$ cat config.mk
export PLATFORM = sky130hd
export DESIGN_NAME = rit_cell
export DESIGN_NICKNAME = d
export VERILOG_FILES = /design/src/rtl/rit_pkg.sv /design/src/rtl/rit_cell.sv
export SDC_FILE = /design/constraint.sdc
export NUM_CORES = 1
export LEC_CHECK = 0
export ABC_AREA = 1
export ABC_CLOCK_PERIOD_IN_PS = 6490
export BUFFER_PORTS_ARGS = -buffer_cell sky130_fd_sc_hd__buf_2
export CORE_AREA = 2 2 248 250
export DETAILED_ROUTE_END_ITERATION = 6
export DIE_AREA = 0 0 250 252
export HOLD_SLACK_MARGIN = 0.12
export SYNTH_ARGS = -nofsm -noshare
export SYNTH_HDL_FRONTEND = slang
export SYNTH_SLANG_ARGS = --single-unit
$ cat constraint.sdc
create_clock -name clk_i -period 6.49 [get_ports clk_i]
set_input_delay 0.3245 -clock clk_i [delete_from_list [all_inputs] [get_ports clk_i]]
set_output_delay 0.3245 -clock clk_i [all_outputs]
set_load 0.01 [all_outputs]
$ cat src/rtl/rit_pkg.sv
// Shared types and codes of the range indicator table.
// Used by rit_cell and range_indicator_table_top; depends on nothing else.
`default_nettype none
package rit_pkg;

  localparam int unsigned DefaultDepth = 32;
  localparam int unsigned MaxResults   = 32;
  localparam logic [30:0] TopOffset    = 31'h7FFF_FFFF;

  localparam logic [2:0] REQ_APPEND    = 3'd0;
  localparam logic [2:0] REQ_CLR_OVL   = 3'd1;
  localparam logic [2:0] REQ_CLR_ID    = 3'd2;
  localparam logic [2:0] REQ_QUERY     = 3'd3;
  localparam logic [2:0] REQ_TRACK     = 3'd4;

  localparam logic [1:0] STAT_OK       = 2'd0;
  localparam logic [1:0] STAT_INVALID  = 2'd1;
  localparam logic [1:0] STAT_NOMATCH  = 2'd2;
  localparam logic [1:0] STAT_FULL     = 2'd3;

  typedef enum logic [1:0] {
    ST_IDLE,
    ST_CLEAR,
    ST_SCAN
  } state_e;

  typedef struct packed {
    logic [63:0] user;
    logic [31:0] flags;
    logic [30:0] end_ofs;
    logic [30:0] start_ofs;
    logic [7:0]  style;
    logic [15:0] id;
  } entry_t;

  // Broadcast controls from the sequencer to every cell.
  typedef struct packed {
    logic        mark_en;
    logic        mode_all;
    logic        rotate;
    logic        compact;
    logic [15:0] id;
    logic [30:0] rs;
    logic [30:0] re;
  } ctl_t;

endpackage
`default_nettype wire

$ cat src/rtl/rit_cell.sv
// One table cell: holds one entry and a removal mark, loads, shifts from its upper neighbor.
// Depends on rit_pkg.
`default_nettype none
module rit_cell (
  input  wire logic            clk_i,
  input  wire logic            rst_ni,
  input  wire rit_pkg::ctl_t   ctl_i,
  input  wire logic            in_range_i,
  input  wire logic            load_i,
  input  wire rit_pkg::entry_t load_ent_i,
  input  wire rit_pkg::entry_t nb_ent_i,
  input  wire logic            nb_mark_i,
  input  wire logic            kill_i,
  output logic                 kill_o,
  output rit_pkg::entry_t      ent_o,
  output logic                 mark_o
);

  rit_pkg::entry_t ent_q, ent_d;
  logic            mark_q, mark_d;
  logic            hit;
  logic            shift;

  always_comb begin
    if (ctl_i.mode_all) begin
      hit = in_range_i && (ctl_i.id == 16'd0 || ent_q.id == ctl_i.id);
    end else begin
      hit = in_range_i && ent_q.id == ctl_i.id &&
            ent_q.start_ofs < ctl_i.re && ctl_i.rs < ent_q.end_ofs;
    end
  end

  // A cell at or above the lowest marked cell moves down by one.
  assign kill_o = kill_i | mark_q;
  assign shift  = ctl_i.rotate | (ctl_i.compact & kill_o);

  always_comb begin
    ent_d  = ent_q;
    mark_d = mark_q;
    if (load_i) begin
      ent_d = load_ent_i;
    end else if (shift) begin
      ent_d = nb_ent_i;
    end
    if (ctl_i.mark_en) begin
      mark_d = hit;
    end else if (shift) begin
      mark_d = nb_mark_i;
    end
  end

  always_ff @(posedge clk_i) begin
    ent_q <= ent_d;
  end

  always_ff @(posedge clk_i or negedge rst_ni) begin
    if (!rst_ni) begin
      mark_q <= 1'b0;
    end else begin
      mark_q <= mark_d;
    end
  end

  assign ent_o  = ent_q;
  assign mark_o = mark_q;

endmodule
`default_nettype wire

==> impl_results.md <==
* Syn nets at around 1600
* Post-route ant nets at 0
* Register-to-Register Path Depth at 4
* Yosys warning total at 0
* Area of the die at about 63000 µm²
* Cell Area, Placed at 13730 µm²
* Worst-margin pin slew at around 970 ps
* Shortest period the worst path allows at about 2900 ps
* Type of destination of the critical path: register
* Root cell of the clock tree: sky130_fd_sc_hd__clkbuf_16
* Port Buf Inserts at between 600 and 700
* Synth Instances at around 1100
* Critical hold path startpoint: load_ent_i[43]
* Setup CP Type: input pin to register
* Count of nets after finishing at 2575
* Placeable core region at 60130 µm²
* Leak Pwr at approximately 9 nW
* Post-synthesis cell type with the largest combined area: sky130_fd_sc_hd__edfxtp_1
* CTS clock-pin slew for the worst setup and hold paths at around 80 ps
* Prevailing post-synth register cell: sky130_fd_sc_hd__edfxtp_1
* DRC violation total after the first TritonRoute iteration at around 730
* Top cell type's share of synthesized area at 56.55%
* Area of all placed cells without fillers at approximately 18000 µm²
* Pre-CTS setup slack at 3587 ps
* Peak supply drop at about 0.19 mV
* H-tree depth at 4
* Kind of start point of the critical path: input pin
* Fmax at roughly 0.34 GHz
* Most common cell in the netlist: sky130_fd_sc_hd__nand2_1
* Critical path's largest stage delay at between 700 and 800 ps
* Residual DRC count at 0
* Global-route wire length before repair at around 66000 µm
* Register area share after synthesis at 56.81%
* Number of hold-slack violations in the final timing report at 0
* Total clock sinks at roughly 180
* Worst setup slack after layout at around 3600 ps
* Synthesis-to-layout area growth at 83.55%
* Unique cell type count in the Yosys netlist at 28
* Via count normalized by instance count at a little under 4
* Cell with the largest stage delay on the worst path: sky130_fd_sc_hd__buf_4
* Detailed Place HPWL at around 34000 µm
* Result of the run: finished clean
* Arrival time at the worst endpoint at 3270 ps
* Ranking of synthesized cells by instance count: sky130_fd_sc_hd__nand2_1 (636), sky130_fd_sc_hd__edfxtp_1 (182), sky130_fd_sc_hd__inv_1 (90), sky130_fd_sc_hd__ha_1 (60), sky130_fd_sc_hd__clkbuf_1 (33)
* Ranking of synthesized cells by area: sky130_fd_sc_hd__edfxtp_1 (57%), sky130_fd_sc_hd__nand2_1 (25%), sky130_fd_sc_hd__ha_1 (7.8%)
* Number of buffers between clock root and the deepest sink at 2
* Launching point of the worst reg2reg path: mark_o$_DFFE_PN0P_
* Overall power after layout at 0.003407 W
* Register-to-register path setup slack at ~4000 ps
* CP Buf/Inv Count at 5
* Crit path max-delay family: buffers and inverters
* Maximum number of pins on one net before global-route repair at 87
* Endpoint, Worst Hold: ent_o[43]$_DFFE_PP_
* I/O pin count at around 640
* Ratio of cells with drive above 1 in the final layout at about a third
* Post-route clock skew at approximately 12 ps
* RSZ-0062 raised after global routing: false
* Class of the worst hold path: input pin to register
* Vias at approximately 11000
* GRT Total Usage at between 10% and 20%
* Cell row count at 90
* Initial standard-cell utilization of the core at around 16%
* Total detailed-routing wirelength at about 46000 µm
* Worst hold margin at ~180 ps
* Endpoint of the worst register-to-register path: ent_o[9]$_DFFE_PP_
* Vert. Die Dim at roughly 250 µm
* TritonCTS clock tree: yes
* Power per standard cell area at slightly below 200 nW/µm²
* Setup repair bufs after CTS at 0
* Post-synth design cell area at between 9000 and 10000 µm²
* Initial antenna violation count at 17
* Worst-case headroom to the max-slew limit at ~36%
* Setup violations, final at 0
* Largest fanout on the critical path at 77
* Worst Path Required at 6850 ps
* RePlAce Congestion at 0.8200
* Total count of max-transition violations in the final report at 0
* CTS Buf Count at 17
* Vias in the first global route at approximately 11000
* Post-Route Setup TNS at 0 ps
* Number of maximum-capacitance violations at 0
* Proportion of register bits with asynchronous set or reset after synthesis at less than 1%
* Die X-Extent at between 200 and 300 µm
* Aggregate global routing overflow at 0
* Flop and latch count out of synthesis at 183
* Share of the clock period used by the worst path after layout at roughly 45%
* Insertion delay to the later sink of the worst-skew pair at roughly 490 ps
* Critical-path cell list: buf_6, inv_6, buf_4, buf_4, nand2_1, nand2_1, dlygate4sd3_1
* Synthesized area per cell at a little under 9 µm²
* Number of optimization iterations in the first detailed-route pass at 6
* Wire length per cell at approximately 16 µm
* Number of stages on the worst hold path at 3
* EDFF count, synth at roughly 180
layer usage:
layer | up-vias | routed length, µm | global-route usage (%)
met5 | - | 67 | 0
met4 | 10 | 2133 | 8.948
met3 | 91 | 3661 | 4.746
met2 | 540 | 23160 | 25.25
met1 | 5061 | 17220 | 14.56
li1 | 5429 | - | -
registers in the layout, indices dropped and copies added (netlist names):
| register | flops |
|---|---|
| ent_o | 182 |
| mark_o | 1 |
cell usage in the layout (no fill, tap or decap), types with 2 or more instances in the layout:
cell                            netlist  layout
sky130_fd_sc_hd__o21bai_1             2       2
sky130_fd_sc_hd__dlygate4sd3_1        0     340
sky130_fd_sc_hd__nand3_1              7       7
sky130_fd_sc_hd__nand4_1              5       5
sky130_fd_sc_hd__o21a_1               2       2
sky130_fd_sc_hd__or2_0                2       2
sky130_fd_sc_hd__edfxtp_1           182     182
sky130_fd_sc_hd__inv_6                0       2
sky130_fd_sc_hd__diode_2              0       7
sky130_fd_sc_hd__a21oi_1             20      20
sky130_fd_sc_hd__nor2_1              25      25
sky130_fd_sc_hd__nor2b_1              2       2
sky130_fd_sc_hd__xnor2_1             12      12
sky130_fd_sc_hd__clkbuf_16            0      17
sky130_fd_sc_hd__inv_8                0       7
sky130_fd_sc_hd__ha_1                60      60
sky130_fd_sc_hd__xor2_1               2       2
sky130_fd_sc_hd__inv_1               90      89
sky130_fd_sc_hd__nor3_1               5       5
sky130_fd_sc_hd__buf_2                0     634
sky130_fd_sc_hd__buf_4                0       6
sky130_fd_sc_hd__nand2_1            636     635
sky130_fd_sc_hd__clkinv_4             0       3
sky130_fd_sc_hd__clkinv_8             0       2
worst reg2reg max path, stage by stage, from the launching register on:
cell	delay [ps]
sky130_fd_sc_hd__dfrtp_1	360
sky130_fd_sc_hd__or2_1	120
sky130_fd_sc_hd__a21oi_1	120
sky130_fd_sc_hd__nand2_4	570
sky130_fd_sc_hd__buf_4	830
per-stage QoR:
| step | util (%) | std cells |
|---|---|---|
| after floorplan | - | 1103 |
| after global placement | 22.84 | 2486 |
| after detailed placement | 22.84 | 2486 |
| after CTS | 29.47 | 2858 |
| after global routing | 29.50 | 2865 |
| final | 29.50 | 2865 |
worst max path at each step:
| stage | from | end | slack, ps | cells past startpoint |
|---|---|---|---|---|
| finish | load_i | ent_o[114]$_DFFE_PP_ | 3570 | 7 |
| global route | load_i | ent_o[92]$_DFFE_PP_ | 3400 | 7 |
| CTS | load_i | ent_o[92]$_DFFE_PP_ | 3690 | 7 |
| detailed placement | load_i | ent_o[125]$_DFFE_PP_ | 3590 | 4 |
| global placement | load_i | ent_o[126]$_DFFE_PP_ | 3620 | 4 |
| floorplan | mark_o$_DFFE_PN0P_ | ent_o[0]$_DFFE_PP_ | 1150 | 3 |
report_power, final:
group	total (W)	switching (W)	internal [W]
Combinational	0.000846	0.000412	0.000434
Sequential	0.00149	0.0000537	0.00143
Clock	0.00108	0.000558	0.000517
Total	0.00341	0.00102	0.00238
cells by family (layout without fill, tap and decap cells):
family	Yosys count	count (layout)	synth area share [%]
AO/OA/AOI/OAI	29	29	1.800
AND/OR/NAND/NOR	687	687	27.30
adder cells (fa/ha/maj)	60	60	7.768
other	0	7	0
buffers and inverters	130	1103	5.049
XOR/XNOR	14	14	1.269
flip-flops	183	183	56.81
final cells by class:
type / instances / area (µm²)
clock buffers: 18 / 429.2
inverters: 90 / 342.8
multi-input cells: 790 / 3694
diodes: 7 / 17.52
repair buffers: 981 / 6633
flip-flops and latches: 183 / 5490
well taps: 782 / 978.4
fillers: 6264 / 42390
clock inverters: 14 / 153.9
timing repair:
| item | CTS | global route |
|---|---|---|
| resized for setup | 0 | 0 |
| endpoints found under the setup margin | 0 | 0 |
| endpoints found under the hold margin | 183 | 0 |
| hold buffers | 340 | 0 |
Power figures use the tool's default switching activity.
